`config.mk`:
```
export PLATFORM = sky130hd
export DESIGN_NAME = bfd_fmul
export DESIGN_NICKNAME = d
export VERILOG_FILES = /design/src/rtl/bfd_pkg.sv /design/src/rtl/bfd_fmul.sv
export SDC_FILE = /design/constraint.sdc
export NUM_CORES = 2
export LEC_CHECK = 0
export BUFFER_PORTS_ARGS = -buffer_cell sky130_fd_sc_hd__buf_2
export CORE_UTILIZATION = 55
export CTS_BUF_LIST = sky130_fd_sc_hd__clkbuf_16
export CTS_CLUSTER_SIZE = 30
export DETAILED_ROUTE_END_ITERATION = 8
export PLACE_DENSITY = 0.83
export SYNTH_ARGS = -nofsm -noshare
export SYNTH_HDL_FRONTEND = slang
export SYNTH_SLANG_ARGS = --single-unit
```
`constraint.sdc`:
```
create_clock -name clk -period 36.1 [get_ports clk]
set_clock_uncertainty 0.2 [all_clocks]
set_input_delay 1.805 -clock clk [delete_from_list [all_inputs] [get_ports clk]]
set_output_delay 1.805 -clock clk [all_outputs]
set_load 0.01 [all_outputs]
```
`src/rtl/bfd_pkg.sv`:
```
package bfd_pkg;

	// IEEE double layout.
	localparam int EXP_W  = 11;
	localparam int FRAC_W = 52;
	localparam int MANT_W = 53;

	localparam logic [EXP_W-1:0] EXP_BIAS = 11'd1023;
	localparam logic [EXP_W-1:0] EXP_MAX  = 11'd2047;

	// Constants of the formula as double bit patterns.
	localparam logic [63:0] ONE_BITS   = 64'h3FF0_0000_0000_0000;
	localparam logic [63:0] PHI_BITS   = 64'h3FF9_E377_9B97_F4A8;
	localparam logic [63:0] SQRT5_BITS = 64'h4001_E377_9B97_F4A8;
	localparam logic [63:0] INF_BITS   = 64'h7FF0_0000_0000_0000;
	localparam logic [63:0] ZERO_BITS  = 64'h0000_0000_0000_0000;

	// Full mantissa of sqrt5 with the hidden one.
	localparam logic [MANT_W-1:0] SQRT5_MANT = 53'h11_E377_9B97_F4A8;

endpackage

```
`src/rtl/bfd_fmul.sv`:
```
module bfd_fmul (
	input  logic        clk,
	input  logic        arst_n,
	input  logic        start,
	input  logic [63:0] a,
	input  logic [63:0] b,
	output logic        done,
	output logic [63:0] y
);
	import bfd_pkg::*;

	logic [52:0]  ma_q;
	logic [52:0]  mb_q;
	logic [11:0]  esum_q;
	logic         inf_q;
	logic [105:0] acc_q;
	logic [1:0]   step_q;
	logic         busy_q;
	logic         fin_q;
	logic         done_q;
	logic [63:0]  y_q;

	// Partial product of one 27 by 27 slice pair per cycle.
	logic [26:0]  pa;
	logic [26:0]  pb;
	logic [53:0]  pp;
	logic [105:0] pp_sh;

	always_comb begin
		pa = step_q[0] ? {1'b0, ma_q[52:27]} : ma_q[26:0];
		pb = step_q[1] ? {1'b0, mb_q[52:27]} : mb_q[26:0];
		pp = pa * pb;
		pp_sh = {52'd0, pp} << (7'd27 * ({6'd0, step_q[0]} + {6'd0, step_q[1]}));
	end

	// Normalize and round to nearest even.
	logic        norm;
	logic [52:0] mant_t;
	logic        g;
	logic        s;
	logic        inc;
	logic [53:0] mr;
	logic [12:0] e13;
	logic [63:0] y_c;

	always_comb begin
		norm = acc_q[105];
		mant_t = norm ? acc_q[105:53] : acc_q[104:52];
		g = norm ? acc_q[52] : acc_q[51];
		s = norm ? (|acc_q[51:0]) : (|acc_q[50:0]);
		inc = g & (s | mant_t[0]);
		mr = {1'b0, mant_t} + {53'd0, inc};
		e13 = {1'b0, esum_q} + {12'd0, norm} + {12'd0, mr[53]} - {2'b0, EXP_BIAS};
		if (inf_q || (e13 >= {2'b0, EXP_MAX})) begin
			y_c = INF_BITS;
		end else begin
			y_c = {1'b0, e13[EXP_W-1:0], (mr[53] ? 52'd0 : mr[51:0])};
		end
	end

	always_ff @(posedge clk or negedge arst_n) begin
		if (!arst_n) begin
			busy_q <= 1'b0;
			fin_q  <= 1'b0;
			done_q <= 1'b0;
			step_q <= 2'd0;
		end else begin
			done_q <= 1'b0;
			fin_q  <= 1'b0;
			if (start) begin
				busy_q <= 1'b1;
				step_q <= 2'd0;
			end else if (busy_q) begin
				step_q <= step_q + 2'd1;
				if (step_q == 2'd3) begin
					busy_q <= 1'b0;
					fin_q  <= 1'b1;
				end
			end
			if (fin_q) begin
				done_q <= 1'b1;
			end
		end
	end

	// Operand capture and accumulation.
	always_ff @(posedge clk) begin
		if (start) begin
			ma_q   <= {1'b1, a[51:0]};
			mb_q   <= {1'b1, b[51:0]};
			esum_q <= {1'b0, a[62:52]} + {1'b0, b[62:52]};
			inf_q  <= (a[62:52] == EXP_MAX) || (b[62:52] == EXP_MAX);
			acc_q  <= '0;
		end else if (busy_q) begin
			acc_q <= acc_q + pp_sh;
		end
		if (fin_q) begin
			y_q <= y_c;
		end
	end

	assign done = done_q;
	assign y    = y_q;

endmodule

```
### Word-level counts from Yosys, hierarchy flattened

Index checks and enable logic that the tools add are counted.

* add/subtract/negate cells: 8
* multipliers: 2
* magnitude comparators: 1
* equality and inequality tests: 3
* shift-type cells: 1
* mux-type cells: 14
* bitwise gates (word level): 2
* reductions and logical operators: 6

Operators by type and width (number)
* adder 106 bit: 1
* left shift 54 x 7 -> 106 bit: 1
* adder 53 x 1 -> 54 bit: 1
* multiplier 27 x 27 -> 54 bit: 1
* two-way mux 27 bit: 2
* two-way mux 53 bit: 1
* OR reduction 52 bit: 1
* OR reduction 51 bit: 1
* equality test 11 bit (second input constant): 2
* adder 12 x 1 -> 13 bit: 1
* adder 13 x 1 -> 13 bit: 1
* greater-or-equal comparator 13 x 11 -> 1 bit (second input constant): 1
* subtractor 13 x 10 -> 13 bit (second input constant): 1
* adder 11 x 11 -> 12 bit: 1
* two-way mux 1 bit: 9
* multiplier 5 x 2 -> 7 bit (first input constant): 1
* two-way mux 2 bit: 2
* adder 1 x 1 -> 2 bit: 1
* adder 2 x 1 -> 2 bit (second input constant): 1
* equality test 2 bit (second input constant): 1
* logical OR 1 bit: 2
* nonzero test 2 bit: 1
* OR reduction 2 bit: 1
* bitwise AND 1 bit: 1
* OR 1 bit: 1

* bits in registers: 292
* input port bits: 131
* output and inout port bits: 65

### Depth between registers and ports, before layout

* depth in word-level cells: 10
* gate-level depth with buffers: 44

### Least setup slack after synthesis

OpenSTA, ideal clock, no wires.

* path type: flip-flop to flip-flop
* start point: register step_q[1]
* end point: register acc_q[103]
* setup time: 0.117 ns
* data arrival time: 11.027 ns
* data required time: 35.783 ns
* slack: 24.756 ns
* stages on the path, launching flop included: 43
* path buffers: 5
* period minus slack after synthesis: 11.344 ns
* cells stage by stage: dfrtp_1 clkbuf_1 clkbuf_1 buf_1 mux2i_1 nor2_1 fa_1 fa_1 inv_1 fa_1 fa_1 inv_1 fa_1 fa_1 inv_1 fa_1 inv_1 ha_1 (+7 left out) xor2_1 nor2_1 a221oi_1 o311ai_0 o32ai_1 ha_1 clkbuf_1 a21o_1 a21o_1 a21oi_1 o21ai_0 a221oi_1 a21oi_1 o31ai_1 a2111oi_2 o21a_1 or4_1 a32o_1

* cells in the longest elaborated chain, start to end: 4

RTL lines
* start: declaration: line bfd_fmul.sv:17 `logic [1:0] step_q;`
* start signal: assignment: line bfd_fmul.sv:74 `step_q <= step_q + 2'd1;`
* two-way mux 27 bit / adder 1 x 1 -> 2 bit (equally long branches): line bfd_fmul.sv:31, bfd_fmul.sv:33
* multiplier 27 x 27 -> 54 bit / multiplier 5 x 2 -> 7 bit (equally long branches): line bfd_fmul.sv:32, bfd_fmul.sv:33
* left shift 54 x 7 -> 106 bit *: line bfd_fmul.sv:33 `pp_sh = {52'd0, pp} << (7'd27 * ({6'd0, step_q[0]} + {6'd0, step_q[1]}));`
* adder 106 bit *: line bfd_fmul.sv:95 `acc_q <= acc_q + pp_sh;`
* end signal: assignment: line bfd_fmul.sv:95
* end: declaration: line bfd_fmul.sv:16 `logic [105:0] acc_q;`

Every way passes the cells marked *; elsewhere a longest branch is shown, timed or not.
A chain may end at the register's enable or synchronous reset.

### Final worst setup path

* start point: register step_q[0]
* end point: register acc_q[105]

* cells in the longest elaborated chain, start to end: 4

RTL lines (line)
* two-way mux 27 bit / adder 1 x 1 -> 2 bit (equally long branches): bfd_fmul.sv:30, bfd_fmul.sv:33
* multiplier 27 x 27 -> 54 bit / multiplier 5 x 2 -> 7 bit (equally long branches): bfd_fmul.sv:32, bfd_fmul.sv:33
* left shift 54 x 7 -> 106 bit *: bfd_fmul.sv:33
* adder 106 bit *: bfd_fmul.sv:95

Marks and branches as above.

==> impl_table.tex <==
\begin{tabular}{lr}
\hline
Metric & Value \\
\hline
\multicolumn{2}{l}{\textbf{Synth}} \\
\quad Seq/Total Area, Yosys & 15.8\% \\
\quad Top\_reg\_cell synth & edfxtp\_1 \\
\quad Synth warn & 0 \\
\quad Area fraction of the dominant cell type after synthesis & 25.9\% \\
\quad Async S/R FF share, synth & 1.72\% \\
\quad Post-synth design cell area & between 0.04 and 0.05 mm\^{}2 \\
\quad Synthesized Nets & 6921 \\
\quad Count of flip-flops with a built-in enable after synthesis & 180 \\
\quad Cell types with the largest area share after synthesis & fa\_1 26\%, edfxtp\_1 11\%, ha\_1 8.2\%, nand2\_1 6.3\%, inv\_1 6.3\% \\
\quad Mean post-synth cell area & 8.29 um\^{}2 \\
\quad Most area-hungry cell type in the Yosys netlist & fa\_1 \\
\quad Number of register bits inferred by synthesis & 291 \\
\quad Cell variety after synth & 96 \\
\quad Post-Syn Instances & 5845 \\
\quad Top cells by instance count after synthesis & 817 x nand2\_1, 814 x inv\_1, 647 x nor2\_1 \\
\quad Most frequently used cell type in the post-synthesis netlist & nand2\_1 \\
\multicolumn{2}{l}{\textbf{Floorplan}} \\
\quad Die extent in y & 299 um \\
\quad Initial core utilization & 55.7\% \\
\quad Number of top-level pins & 196 \\
\quad Row count & 108 \\
\quad Die width & 299 um \\
\quad Area of the die & 0.0893 mm\^{}2 \\
\quad Area of the placeable core & 0.0870 mm\^{}2 \\
\multicolumn{2}{l}{\textbf{Critical path}} \\
\quad Critical path arrival & around 16 ns \\
\quad Startpoint type of the worst setup path & flop \\
\quad Required arrival time at the worst endpoint & 36.42 ns \\
\quad Cell repeated most along the worst path & fa\_1 \\
\quad Critical path's slowest cell & mux2i\_1 \\
\quad Delay of the slowest critical-path stage & 1.14 ns \\
\quad Kind of critical path & flop to flop \\
\quad Worst-path maximum fanout & 44 \\
\quad Crit. End Element & flop \\
\multicolumn{2}{l}{\textbf{Placed design}} \\
\quad Port Buffers & around 190 \\
\quad DP Cell Count & 6968 \\
\quad Final estimated routing congestion in global placement & between 1 and 1.5 \\
\quad Area after detailed placement & 0.0503 mm\^{}2 \\
\quad Half-perimeter wire length of the detailed placement result & about 130000 um \\
\multicolumn{2}{l}{\textbf{Drt}} \\
\quad Number of design-rule violations left by the first detailed-router iteration & $\sim$5000 \\
\quad Routed len/inst & 23.2 um \\
\quad DR vias & 44100 \\
\quad Routed Wire Length & 163000 um \\
\quad Antenna-violating nets left & 0 \\
\quad Average vias per placed instance & 6.27 \\
\quad Total iterations of the first detailed-routing run & 6 \\
\quad Final routed DRC violation total & 0 \\
\multicolumn{2}{l}{\textbf{Timing}} \\
\quad Share of the cycle needed by the critical path after routing & 42.1\% \\
\quad Actual slew at the worst max-slew pin & 1.31 ns \\
\quad Setup violators final & 0 \\
\quad Max-slew violation total from the final report & 0 \\
\quad Maximum clock frequency & around 66 MHz \\
\quad Period minus WS final & $\sim$15 ns \\
\quad Worst-case headroom to the max-slew limit & under 10\% \\
\quad Total Neg Setup Slack & 0 ns \\
\quad Count of endpoints failing hold in the final timing report & 0 \\
\quad Setup repair after global routing missed its margin & no \\
\multicolumn{2}{l}{\textbf{Clocking}} \\
\quad H-tree Lvls & 2 \\
\quad Post-cts hold buffer count & 0 \\
\quad Clock insertion delay at the later pin of the skew report & 0.64 ns \\
\quad Clock-pin slew of the registers on the worst-case setup and hold paths & 0.06 ns \\
\quad CTS buffer count & 37 \\
\quad Cells resized by post-CTS repair & 0 \\
\quad Clock tree from TritonCTS & built \\
\quad CTS Sinks & between 200 and 300 \\
\quad CTS max path bufs & 3 \\
\quad Post-CTS Setup Inserts & 0 \\
\quad Root buffer cell & clkbuf\_16 \\
\multicolumn{2}{l}{\textbf{GRT}} \\
\quad Maximum number of pins on one net before global-route repair & between 80 and 90 \\
\quad GRT Resource Usage Total & 36.7\% \\
\quad Global-route wire length before repair & 253000 um \\
\quad Number of antenna violations at the first check in global routing & 3 \\
\quad Vias in the first global route & 43800 \\
\quad Total congestion overflow after global routing & 0 \\
\multicolumn{2}{l}{\textbf{Layout}} \\
\quad Layout overhead on the synthesized area & 6.52\% \\
\quad Design area & 0.0516 mm\^{}2 \\
\quad Number of fill cells & about 7500 \\
\quad Ant diodes & 0 \\
\quad Fraction of final layout cells with drive strength greater than 1 & around 8\% \\
\quad Post-layout nets & 6928 \\
\quad Final instance count without filler cells & just over 7000 \\
\quad Finished Core Util & 59.3\% \\
\multicolumn{2}{l}{\textbf{Job}} \\
\quad Number of maximum-capacitance violations & 0 \\
\multicolumn{2}{l}{\textbf{Worst hold path}} \\
\quad Worst hold-check path type & flop to flop \\
\multicolumn{2}{l}{\textbf{Outcome}} \\
\quad Run status & finished, final reports clean \\
\hline
\end{tabular}
[layout by cell type (no fill, tap or decap), types with 14 or more instances in the layout]
cell       Yosys  layout
a211oi_1      49      49
a21boi_0      15      15
a21o_1       110     110
a21oi_1      344     344
a221oi_1      17      17
a22oi_1       18      18
a31oi_1       33      33
and2_1        48      48
and3_1        34      34
buf_2         17     191
buf_4          6      81
clkbuf_16      0      37
dfxtp_1      106     105
edfxtp_1     180     180
fa_1         627     627
ha_1         318     316
inv_1        814     815
mux2_2        69      69
mux2i_1      167     160
nand2_1      817     816
nand2b_1      35      35
nand3_1       87      87
nand4_1       74      74
nor2_1       647     647
nor2b_1       40      40
nor3_1        81      81
nor4_1        29      28
o211ai_1      36      36
o21a_1        25      25
o21ai_0      200     200
o21bai_1      34      34
o221ai_1      14      14
o22ai_1       22      22
o31ai_1       15      15
or3_1         15      15
xnor2_1      100     100
xor2_1        86      86
[registers in the layout, summed over array words and instances (netlist names)]
register,count
esum_q,12
mb_q,52
acc_q,106
ma_q,52
busy_q,1
step_q,2
y,63
done,1
inf_q,1
fin_q,1
[path summary, 6_finish.rpt]
path | from | endpoint | slack [ns] | cells past startpoint
setup / recovery | step_q[0]$_DFFE_PN0P_ | acc_q[105]$_SDFFE_PP0P_ | 20.91 | 38
hold / removal | acc_q[42]$_SDFFE_PP0P_ | acc_q[42]$_SDFFE_PP0P_ | 0.29 | 2
setup reg to reg | step_q[0]$_DFFE_PN0P_ | acc_q[105]$_SDFFE_PP0P_ | 20.91 | 38
max in group asynchronous | arst_n | busy_q$_DFF_PN0_ | 34.69 | 1
hold reg to reg | acc_q[42]$_SDFFE_PP0P_ | acc_q[42]$_SDFFE_PP0P_ | 0.29 | 2
min in group asynchronous | arst_n | done$_DFF_PN0_ | 0.80 | 1
[metrics by stage]
step | setup WS, ns | hold slack, ns
2_1_floorplan | 24.76 | 0.258
3_3_place_gp | 21.72 | 0.276
3_5_place_dp | 21.64 | 0.281
4_1_cts | 21.61 | 0.290
5_1_grt | 20.53 | 0.326
6_report | 20.91 | 0.287
[layer usage]
layer	share of wire, %	track usage (%)
met1	39	49.6
met5	0.045	0.476
met4	5.0	16.0
met3	13	10.1
met2	43	55.0
[cell families (layout without fill, tap and decap cells)]
group                      after synthesis  count (layout)  synth area share (%)
AOI/OAI and AO/OA                     1085            1085                  14.6
xor gates and xnor gates               186             186                  3.36
adders and majority gates              945             945                  34.1
buffers and inverters                 1120            1156                  8.79
DFF                                    291             291                  15.8
muxes                                  248             248                  5.61
other                                    1               1               0.00774
and+or+nand+nor                       1969            1969                  17.7
[worst max-delay path, delay by kind of cell, from the launching register on]
kind / cells / cell delay, ns
simple gates: 11 / 2.73
xor+xnor: 1 / 0.25
buf+inv: 5 / 0.89
mux: 3 / 2.00
fa+ha+maj: 9 / 4.44
compound gates: 9 / 3.92
flops: 1 / 0.60
[cell type report]
| type | instances | area, um^2 | area share (%) |
|---|---|---|---|
| clock buffers | 37 | 926 | 1.79 |
| clock inverters | 31 | 345 | 0.669 |
| inverters | 815 | 3060 | 5.93 |
| multi-input cells | 4434 | 36600 | 70.9 |
| flip-flops and latches | 291 | 7670 | 14.9 |
| well taps | 1155 | 1450 | 2.80 |
| repair buffers | 273 | 1580 | 3.06 |
Power is not shown: default switching activity piles up to over one toggle a cycle in this logic, so the estimate is an artifact.
