[config.mk]
export PLATFORM = sky130hd
export DESIGN_NAME = bfd_fdiv
export DESIGN_NICKNAME = d
export VERILOG_FILES = /design/src/rtl/bfd_pkg.sv /design/src/rtl/bfd_fdiv.sv
export SDC_FILE = /design/constraint.sdc
export NUM_CORES = 2
export LEC_CHECK = 0
export ABC_CLOCK_PERIOD_IN_PS = 13700
export BUFFER_PORTS_ARGS = -buffer_cell sky130_fd_sc_hd__clkbuf_2
export CORE_ASPECT_RATIO = 0.7
export CORE_MARGIN = 1
export CORE_UTILIZATION = 66
export CTS_CLUSTER_DIAMETER = 60
export DETAILED_ROUTE_END_ITERATION = 12
export MAX_ROUTING_LAYER = met4
export PLACE_DENSITY = 0.84
export SYNTH_ARGS = -nofsm -noshare
export SYNTH_HDL_FRONTEND = slang
export SYNTH_SLANG_ARGS = --single-unit
[constraint.sdc]
create_clock -name clk -period 13.7 [get_ports clk]
set_input_delay 3.425 -clock clk [delete_from_list [all_inputs] [get_ports clk]]
set_output_delay 3.425 -clock clk [all_outputs]
set_load 0.1 [all_outputs]
[src/rtl/bfd_pkg.sv]
package bfd_pkg;

	// IEEE double layout.
	localparam int EXP_W  = 11;
	localparam int FRAC_W = 52;
	localparam int MANT_W = 53;

	localparam logic [EXP_W-1:0] EXP_BIAS = 11'd1023;
	localparam logic [EXP_W-1:0] EXP_MAX  = 11'd2047;

	// Constants of the formula as double bit patterns.
	localparam logic [63:0] ONE_BITS   = 64'h3FF0_0000_0000_0000;
	localparam logic [63:0] PHI_BITS   = 64'h3FF9_E377_9B97_F4A8;
	localparam logic [63:0] SQRT5_BITS = 64'h4001_E377_9B97_F4A8;
	localparam logic [63:0] INF_BITS   = 64'h7FF0_0000_0000_0000;
	localparam logic [63:0] ZERO_BITS  = 64'h0000_0000_0000_0000;

	// Full mantissa of sqrt5 with the hidden one.
	localparam logic [MANT_W-1:0] SQRT5_MANT = 53'h11_E377_9B97_F4A8;

endpackage

[src/rtl/bfd_fdiv.sv]
module bfd_fdiv (
	input  logic        clk,
	input  logic        arst_n,
	input  logic        start,
	input  logic [63:0] p,
	output logic        done,
	output logic [63:0] y
);
	import bfd_pkg::*;

	// Reciprocal of the sqrt5 mantissa scaled by 2^108. The truncated quotient
	// estimate it gives is at most one below the true quotient.
	localparam logic [111:0] RECIP_W = (112'd1 << 108) / {59'd0, SQRT5_MANT};
	localparam logic [55:0]  RECIP   = RECIP_W[55:0];

	// Sequencer steps: 0-3 estimate, 4-7 estimate times sqrt5, then remainder
	// and correction.
	localparam logic [3:0] STEP_EST  = 4'd3;
	localparam logic [3:0] STEP_REM  = 4'd8;
	localparam logic [3:0] STEP_LAST = 4'd9;

	logic [53:0]  r_q;
	logic [53:0]  q_q;
	logic [3:0]   step_q;
	logic [111:0] acc_q;
	logic [10:0]  exp_q;
	logic         inf_q;
	logic         busy_q;
	logic         fin_q;
	logic         done_q;
	logic [63:0]  y_q;

	// Prenormalize so that the quotient lands in [1, 2).
	logic [52:0] mp;
	logic        lt;

	always_comb begin
		mp = {1'b1, p[51:0]};
		lt = mp < SQRT5_MANT;
	end

	// One 28 by 28 slice pair per cycle, accumulated into a full product.
	logic [55:0]  op_x;
	logic [55:0]  op_y;
	logic [27:0]  pa;
	logic [27:0]  pb;
	logic [55:0]  pp;
	logic [111:0] pp_sh;
	logic [111:0] acc_nx;
	logic [54:0]  diff;

	always_comb begin
		op_x = step_q[2] ? {2'b0, q_q} : {2'b0, r_q};
		op_y = step_q[2] ? {3'b0, SQRT5_MANT} : RECIP;
		pa = step_q[0] ? op_x[55:28] : op_x[27:0];
		pb = step_q[1] ? op_y[55:28] : op_y[27:0];
		pp = pa * pb;
		pp_sh = {56'd0, pp} << (7'd28 * ({6'd0, step_q[0]} + {6'd0, step_q[1]}));
		acc_nx = acc_q + pp_sh;
		diff = {r_q[1:0], 53'd0} - acc_q[54:0];
	end

	// Correction step: the remainder is below twice sqrt5.
	logic        ge;
	logic [53:0] r_sub;

	always_comb begin
		ge = r_q >= {1'b0, SQRT5_MANT};
		r_sub = ge ? (r_q - {1'b0, SQRT5_MANT}) : r_q;
	end

	// Round the quotient to nearest even.
	logic        inc;
	logic [53:0] mr;
	logic [10:0] e_r;
	logic [63:0] y_c;

	always_comb begin
		inc = q_q[0] & ((|r_q) | q_q[1]);
		mr = {1'b0, q_q[53:1]} + {53'd0, inc};
		e_r = exp_q + {10'd0, mr[53]};
		if (inf_q) begin
			y_c = INF_BITS;
		end else begin
			y_c = {1'b0, e_r, (mr[53] ? 52'd0 : mr[51:0])};
		end
	end

	always_ff @(posedge clk or negedge arst_n) begin
		if (!arst_n) begin
			busy_q <= 1'b0;
			fin_q  <= 1'b0;
			done_q <= 1'b0;
			step_q <= 4'd0;
		end else begin
			fin_q  <= 1'b0;
			done_q <= 1'b0;
			if (start) begin
				step_q <= 4'd0;
				if (p[62:52] == EXP_MAX) begin
					fin_q <= 1'b1;
				end else begin
					busy_q <= 1'b1;
				end
			end else if (busy_q) begin
				step_q <= step_q + 4'd1;
				if (step_q == STEP_LAST) begin
					busy_q <= 1'b0;
					fin_q  <= 1'b1;
				end
			end
			if (fin_q) begin
				done_q <= 1'b1;
			end
		end
	end

	always_ff @(posedge clk) begin
		if (start) begin
			r_q   <= lt ? {mp, 1'b0} : {1'b0, mp};
			q_q   <= '0;
			acc_q <= '0;
			exp_q <= p[62:52] - 11'd1 - {10'd0, lt};
			inf_q <= (p[62:52] == EXP_MAX);
		end else if (busy_q) begin
			if (step_q == STEP_EST) begin
				q_q   <= acc_nx[108:55];
				acc_q <= '0;
			end else if (step_q < STEP_REM) begin
				acc_q <= acc_nx;
			end else if (step_q == STEP_REM) begin
				r_q <= diff[53:0];
			end else begin
				q_q <= q_q + {53'd0, ge};
				r_q <= r_sub;
			end
		end
		if (fin_q) begin
			y_q <= y_c;
		end
	end

	assign done = done_q;
	assign y    = y_q;

endmodule

## After elaboration in Yosys (flattened, before gate mapping)

Index checks and enable logic that the tools add are counted.

| storage, ports and cells | value |
|---|---|
| input port bits | 67 |
| register bits after elaboration | 303 |

| cells by class | value |
|---|---|
| bitwise operators | 2 |
| shifts and indexed selects | 1 |
| multiply operators | 2 |
| magnitude comparators | 3 |
| equality and inequality tests | 9 |
| reduce and logical (&&, ||, !) cells | 8 |
| multiplexer cells | 27 |
| add/subtract/negate cells | 10 |

Operator list:

| operator | number |
|---|---|
| $mux 54 | 11 |
| $mux 112 | 2 |
| $add 112x112->112 | 1 |
| $shl 56x7->112 | 1 |
| $mul 28x28->56 | 1 |
| $mux 28 | 2 |
| $mux 56 | 1 |
| $add 53x1->54 | 1 |
| $add 54x1->54 | 1 |
| $ge 54x53->1 const B | 1 |
| $reduce_or 54->1 | 1 |
| $sub 54x53->54 const B | 1 |
| $sub 54x54->54 | 1 |
| $lt 53x53->1 const B | 1 |
| $add 11x1->11 | 1 |
| $eq 11x11->1 const B | 1 |
| $sub 11x1->11 | 1 |
| $sub 11x1->11 const B | 1 |
| $ne 2x2->1 const B | 5 |
| $mux 1 | 9 |
| $eq 4x4->1 const B | 2 |
| $mux 4 | 2 |
| $mul 3x2->5 const A | 1 |
| $add 4x1->4 const B | 1 |
| 11 further kinds | 12 |

## Logic depth before layout (Yosys ltp)

| logic depth | value |
|---|---|
| depth in word-level cells | 7 |
| gate-level depth with buffers | 51 |

## Worst setup path before layout

OpenSTA, ideal clock, no wires.

| path | value |
|---|---|
| path kind | reg-to-reg |
| start | register step_q[0] |
| end | register q_q[48] |
| stages on the path, launching flop included | 46 |
| required time | 13578 ps |
| arrival time | 11514 ps |
| clock period less this slack | 11636 ps |
| setup slack | 2064 ps |
| cells stage by stage | dfrtp_1 clkbuf_1 buf_1 clkbuf_1 mux4_2 clkbuf_1 and2_1 fa_1 inv_1 fa_1 inv_1 fa_1 inv_1 fa_1 inv_1 fa_1 fa_1 inv_1 [... 10 more ...] nand2_1 a31o_1 xor2_1 mux2_2 o21ai_1 o22ai_1 ha_1 a21o_1 a21o_1 a21o_1 o21bai_1 or4_1 o2111ai_1 a21oi_1 a221o_1 a21oi_1 o21ai_1 a221o_1 |

| on the way | value |
|---|---|
| cells in the longest elaborated chain, start to end | 5 |
| elaborated cells between the ends (all ways) | 13 |

Ends and longest elaborated chain:

| element | line | text |
|---|---|---|
| start: declaration | bfd_fdiv.sv:24 | `logic [3:0] step_q;` |
| start signal: assignment | bfd_fdiv.sv:106 | `step_q <= step_q + 4'd1;` |
| $mux 28 or $add 1x1->2 (tied branches) | bfd_fdiv.sv:55, bfd_fdiv.sv:58 |  |
| $mul 28x28->56 or $mul 3x2->5 (tied branches) | bfd_fdiv.sv:57, bfd_fdiv.sv:58 |  |
| $shl 56x7->112 | bfd_fdiv.sv:58 | `pp_sh = {56'd0, pp} << (7'd28 * ({6'd0, step_q[0]} + {6'd0, step_q[1]}));` |
| $add 112x112->112 | bfd_fdiv.sv:59 | `acc_nx = acc_q + pp_sh;` |
| $mux 54 | bfd_fdiv.sv:126 | `if (step_q == STEP_EST) begin` |
| end signal: assignment | bfd_fdiv.sv:127 | `q_q <= acc_nx[108:55];` |
| end signal: assignment | bfd_fdiv.sv:134 | `q_q <= q_q + {53'd0, ge};` |
| end: declaration | bfd_fdiv.sv:23 | `logic [53:0] q_q;` |

Parallel ways exist; a longest one is shown, timed or not.
A chain may end at the register's enable or synchronous reset.

## Final worst setup path

| path | value |
|---|---|
| start | register step_q[2] |
| end | register acc_q[96] |

| on the way | value |
|---|---|
| cells in the longest elaborated chain, start to end | 7 |
| elaborated cells between the ends (all ways) | 13 |

Ends and longest elaborated chain:

| element | line | text |
|---|---|---|
| $mux 54 or $mux 56 (tied branches) | bfd_fdiv.sv:53, bfd_fdiv.sv:54 |  |
| $mux 28, on equally long branches | bfd_fdiv.sv:55, bfd_fdiv.sv:56 |  |
| $mul 28x28->56 | bfd_fdiv.sv:57 | `pp = pa * pb;` |
| $shl 56x7->112 | bfd_fdiv.sv:58 |  |
| $add 112x112->112 | bfd_fdiv.sv:59 |  |
| $mux 112 | bfd_fdiv.sv:129 | `end else if (step_q < STEP_REM) begin` |
| $mux 112 | bfd_fdiv.sv:126 |  |
| end signal: assignment | bfd_fdiv.sv:130 | `acc_q <= acc_nx;` |
| end: declaration | bfd_fdiv.sv:25 | `logic [111:0] acc_q;` |

Parallel ways exist; a longest one is shown, timed or not. The select of a mux whose other input is x is not followed.

==> summary.md <==
| Metric | Value |
|---|---|
| Top cell type by total area after synthesis | fa_1 |
| First-pass GRT wire length | 284,000 um |
| Mapped cell area | roughly 50,000 sq um |
| CP max-delay cell | ha_1 |
| Antenna Nets Post-Route | 0 |
| RR Endpoint | acc_q[96]$_SDFFE_PP0P_ |
| Max Clock Freq | 73.5 MHz |
| Total GRT Usage | 0.524 |
| Max Cap Viol | 1 |
| Avg Cell Area, Syn | 8.34 sq um |
| Hold_sp | acc_q[97]$_SDFFE_PP0P_ |
| Root Buffer | clkbuf_16 |
| Worst path bufs/invs | 6 |
| Vias in the first global route | between 40,000 and 50,000 |
| Via count | 47,000 |
| Final min period | 13.61 ns |
| Clock-pin slew on the worst setup and hold paths | approximately 0.070 ns |
| # rows | 83 |
| Largest net degree at the start of global routing | 86 |
| Unique masters post-synth | 94 |
| Hold endpoint | acc_q[97]$_SDFFE_PP0P_ |
| DRT Wirelength | around 190,000 um |
| Reg2Reg Depth | 38 |
| DRC Markers | 0 |
| Fin Setup TNS | 0 ns |
| Starting Density | 0.674 |
| Non-filler instance count after layout | 6,972 |
| Hold Path Class | flip-flop to flip-flop |
| Cell mode on critical path | fa_1 |
| Asr flop ratio synth | 0.0234 |
| Die area | about 77,000 sq um |
| Synth top area share | 0.268 |
| Chip height | approximately 230 um |
| Yosys warns | 0 |
| Fraction of layout cells with a size suffix above 1 | 0.0696 |
| Crit-path leading delay family | adder cells |
| Sequential area share after synthesis | 0.147 |
| CTS Hold Bufs | 0 |
| Crit path required time | between 10 and 15 ns |
| CTS tree | yes |
| Final Cycle Share | 0.993 |
| Worst-Skew Late Latency | 0.64 ns |
| RSZ-0062 raised after global routing | no |
| Synth Instances | 5,985 |
| Core area | 74,000 sq um |
| Failing checks | capacitance limit, slew limit |
| Buffers added on ports | around 130 |
| Status | finished, violations left |
| Average routed wire per standard cell | approximately 28 um |
| Syn Nets | between 7,000 and 8,000 |
| Crit. Startpoint | step_q[2]$_DFFE_PN0P_ |
| Antenna violations before repair | 15 |
| Worst-Margin Slew | 1.54 ns |
| Post-synthesis register bit count | ~300 |
| Clock Tree Buf Depth | 3 |
| Final Cell Area | roughly 53,000 sq um |
| Max-slew headroom | -0.0338 |
| Synth area leaders | fa_1, ha_1, edfxtp_1 |
| Drt pass-1 iters | 10 |
| GPL Wtd Cong | 1.13 |
| EDFF count, synth | roughly 130 |
| Hold Vio Cnt, Final | 0 |
| I/O Pins | roughly 130 |
| H-tree Lvls | 1 |
| Filler Cell Count | between 5,000 and 6,000 |
| Crit. End Element | flip-flop |
| Hold-critical path depth | 2 |
| FF-to-FF Start | step_q[2]$_DFFE_PN0P_ |
| Detailed Place HPWL | around 160,000 um |
| Crit path DAT | approximately 14 ns |
| Startpoint type of the worst setup path | flip-flop |
| Drt via density | around 6.7 |
| Clock Skew | 0.0173 ns |
| Initial DRC Count | ~8,000 |
| # clock sinks | about 300 |
| Placed cell count | roughly 7,000 |
| Top FF cell, synth | dfxtp_1 |
| Postcts setup bufs | 0 |
| Crit-path max FO | 21 |
| Num CTS Buffers | 31 |
| Layout area overhead | 5.63% |
| Crit Path Class | flip-flop to flip-flop |
| Slew Limit Fails | 4 |
| Die W | about 330 um |
| Placed Area | just over 50,000 sq um |
| Setup violators final | 0 |
| Worst reg-to-reg setup slack | 0.09 ns |
| Nets | between 7,000 and 8,000 |
| Grt total ovfl | 0 |
| Largest stage delay, worst path | a little over 0.9 ns |
## kinds of logic after synthesis
group / synth area share
DFF: 0.147
muxes: 0.0247
other: 0.0000752
and+or+nand+nor: 0.166
buffers and inverters: 0.0972
xor gates and xnor gates: 0.0550
AOI/OAI and AO/OA: 0.156
adders and majority gates: 0.354
## final cells by class
type                    instances  area, sq um  share of cell area
flip-flops and latches        299         7320               0.139
multi-input cells            4397        37800               0.717
clock buffers                  38          853              0.0162
diodes                         16         40.0            0.000760
clock inverters                20          201             0.00382
repair buffers                259         1650              0.0314
inverters                     966         3630              0.0688
well taps                     977         1220              0.0232
## worst max-delay path by stage
stage | end | depth (start not counted)
CTS | q_q[40]$_SDFFE_PP0P_ | 46
global placement | q_q[48]$_SDFFE_PP0P_ | 42
floorplan | q_q[48]$_SDFFE_PP0P_ | 45
detailed placement | q_q[48]$_SDFFE_PP0P_ | 43
finish | acc_q[96]$_SDFFE_PP0P_ | 38
global route | q_q[48]$_SDFFE_PP0P_ | 47
## state kept, by name, indices dropped and copies added, names as in the netlist, 4 cells and up
| register | count |
|---|---|
| y | 63 |
| q_q | 54 |
| acc_q | 109 |
| step_q | 4 |
| r_q | 54 |
| exp_q | 11 |
## worst register-to-register path, delay by kind of cell, from the launching register on
kind / cells / cell delay [ns]
xor gates and xnor gates: 2 / 0.60
muxes: 1 / 0.65
and+or+nand+nor: 8 / 1.80
adders and majority gates: 10 / 5.43
AOI/OAI and AO/OA: 11 / 3.79
DFF: 1 / 0.41
buffers and inverters: 6 / 0.79
## cell usage after synthesis, types with 11 or more instances
cell type / instances
mux2i_1: 52
o31ai_1: 19
nor2b_1: 35
nor2_1: 497
a22oi_1: 65
fa_1: 667
o21ai_1: 45
nand2b_1: 109
o31a_1: 13
or2_2: 18
a221oi_1: 23
or3_1: 29
mux4_2: 23
edfxtp_1: 129
xnor2_1: 161
o22ai_1: 40
a21oi_1: 326
inv_1: 960
o211ai_1: 22
a211o_1: 11
nand2_1: 555
a21o_1: 100
nand4_1: 109
a31oi_1: 77
buf_1: 23
o21a_1: 29
ha_1: 345
nor4_1: 47
nand3_1: 100
xor2_1: 150
dfxtp_1: 163
and3_1: 40
a21boi_0: 11
and2_1: 65
clkbuf_1: 292
mux2_2: 17
a211oi_1: 60
o21ai_0: 201
nor3_1: 115
a22o_1: 25
o21bai_1: 47
## metrics by stage
step,utilization,worst slack [ns],hold WS [ns]
4_1_cts,0.711,0.837,0.460
2_1_floorplan,-,2.06,0.427
5_1_grt,0.712,0.0973,0.474
6_report,0.712,0.0932,0.463
3_3_place_gp,0.697,0.988,0.438
3_5_place_dp,0.697,0.886,0.450
## cell usage in the layout, fill, tap and decap left out, drive strengths merged, types with 13 or more instances in the layout
cell	n
diode	16
and2	67
or3	29
o31ai	20
xnor2	161
nor3	118
buf	131
o21ai	247
nand2	555
ha	345
a221oi	23
a22o	25
o31a	13
xor2	150
o21a	29
and3	40
nand2b	111
a31oi	77
o211ai	22
or2	21
nand3	100
a21o	100
mux2	17
a21oi	326
mux2i	52
fa	667
dfxtp	163
nor4	51
inv	972
nand4	109
edfxtp	129
nor2	497
mux4	23
nor2b	35
a21boi	16
a22oi	66
a211oi	60
o21bai	47
o22ai	40
clkbuf	166
## routing by layer
| layer | wire length, um | global-route usage | part of all wire | up-vias |
|---|---|---|---|---|
| met4 | 7670 | 0.148 | 0.040 | 0 |
| met3 | 42300 | 0.334 | 0.22 | 562 |
| met5 | 0 | - | 0 | - |
| met1 | 74900 | 0.722 | 0.39 | 22500 |
| li1 | - | - | - | 19900 |
| met2 | 68900 | 0.612 | 0.36 | 4024 |
## what timing repair did
| item | CTS | global route |
|---|---|---|
| resized for setup | 0 | 2 |
| endpoints found under the setup margin | 0 | 1 |
| hold endpoints to repair | 0 | 0 |
Power is left out: the tool's default activity adds up to more than one toggle a clock period on the data nets, which glitch-free logic cannot reach.
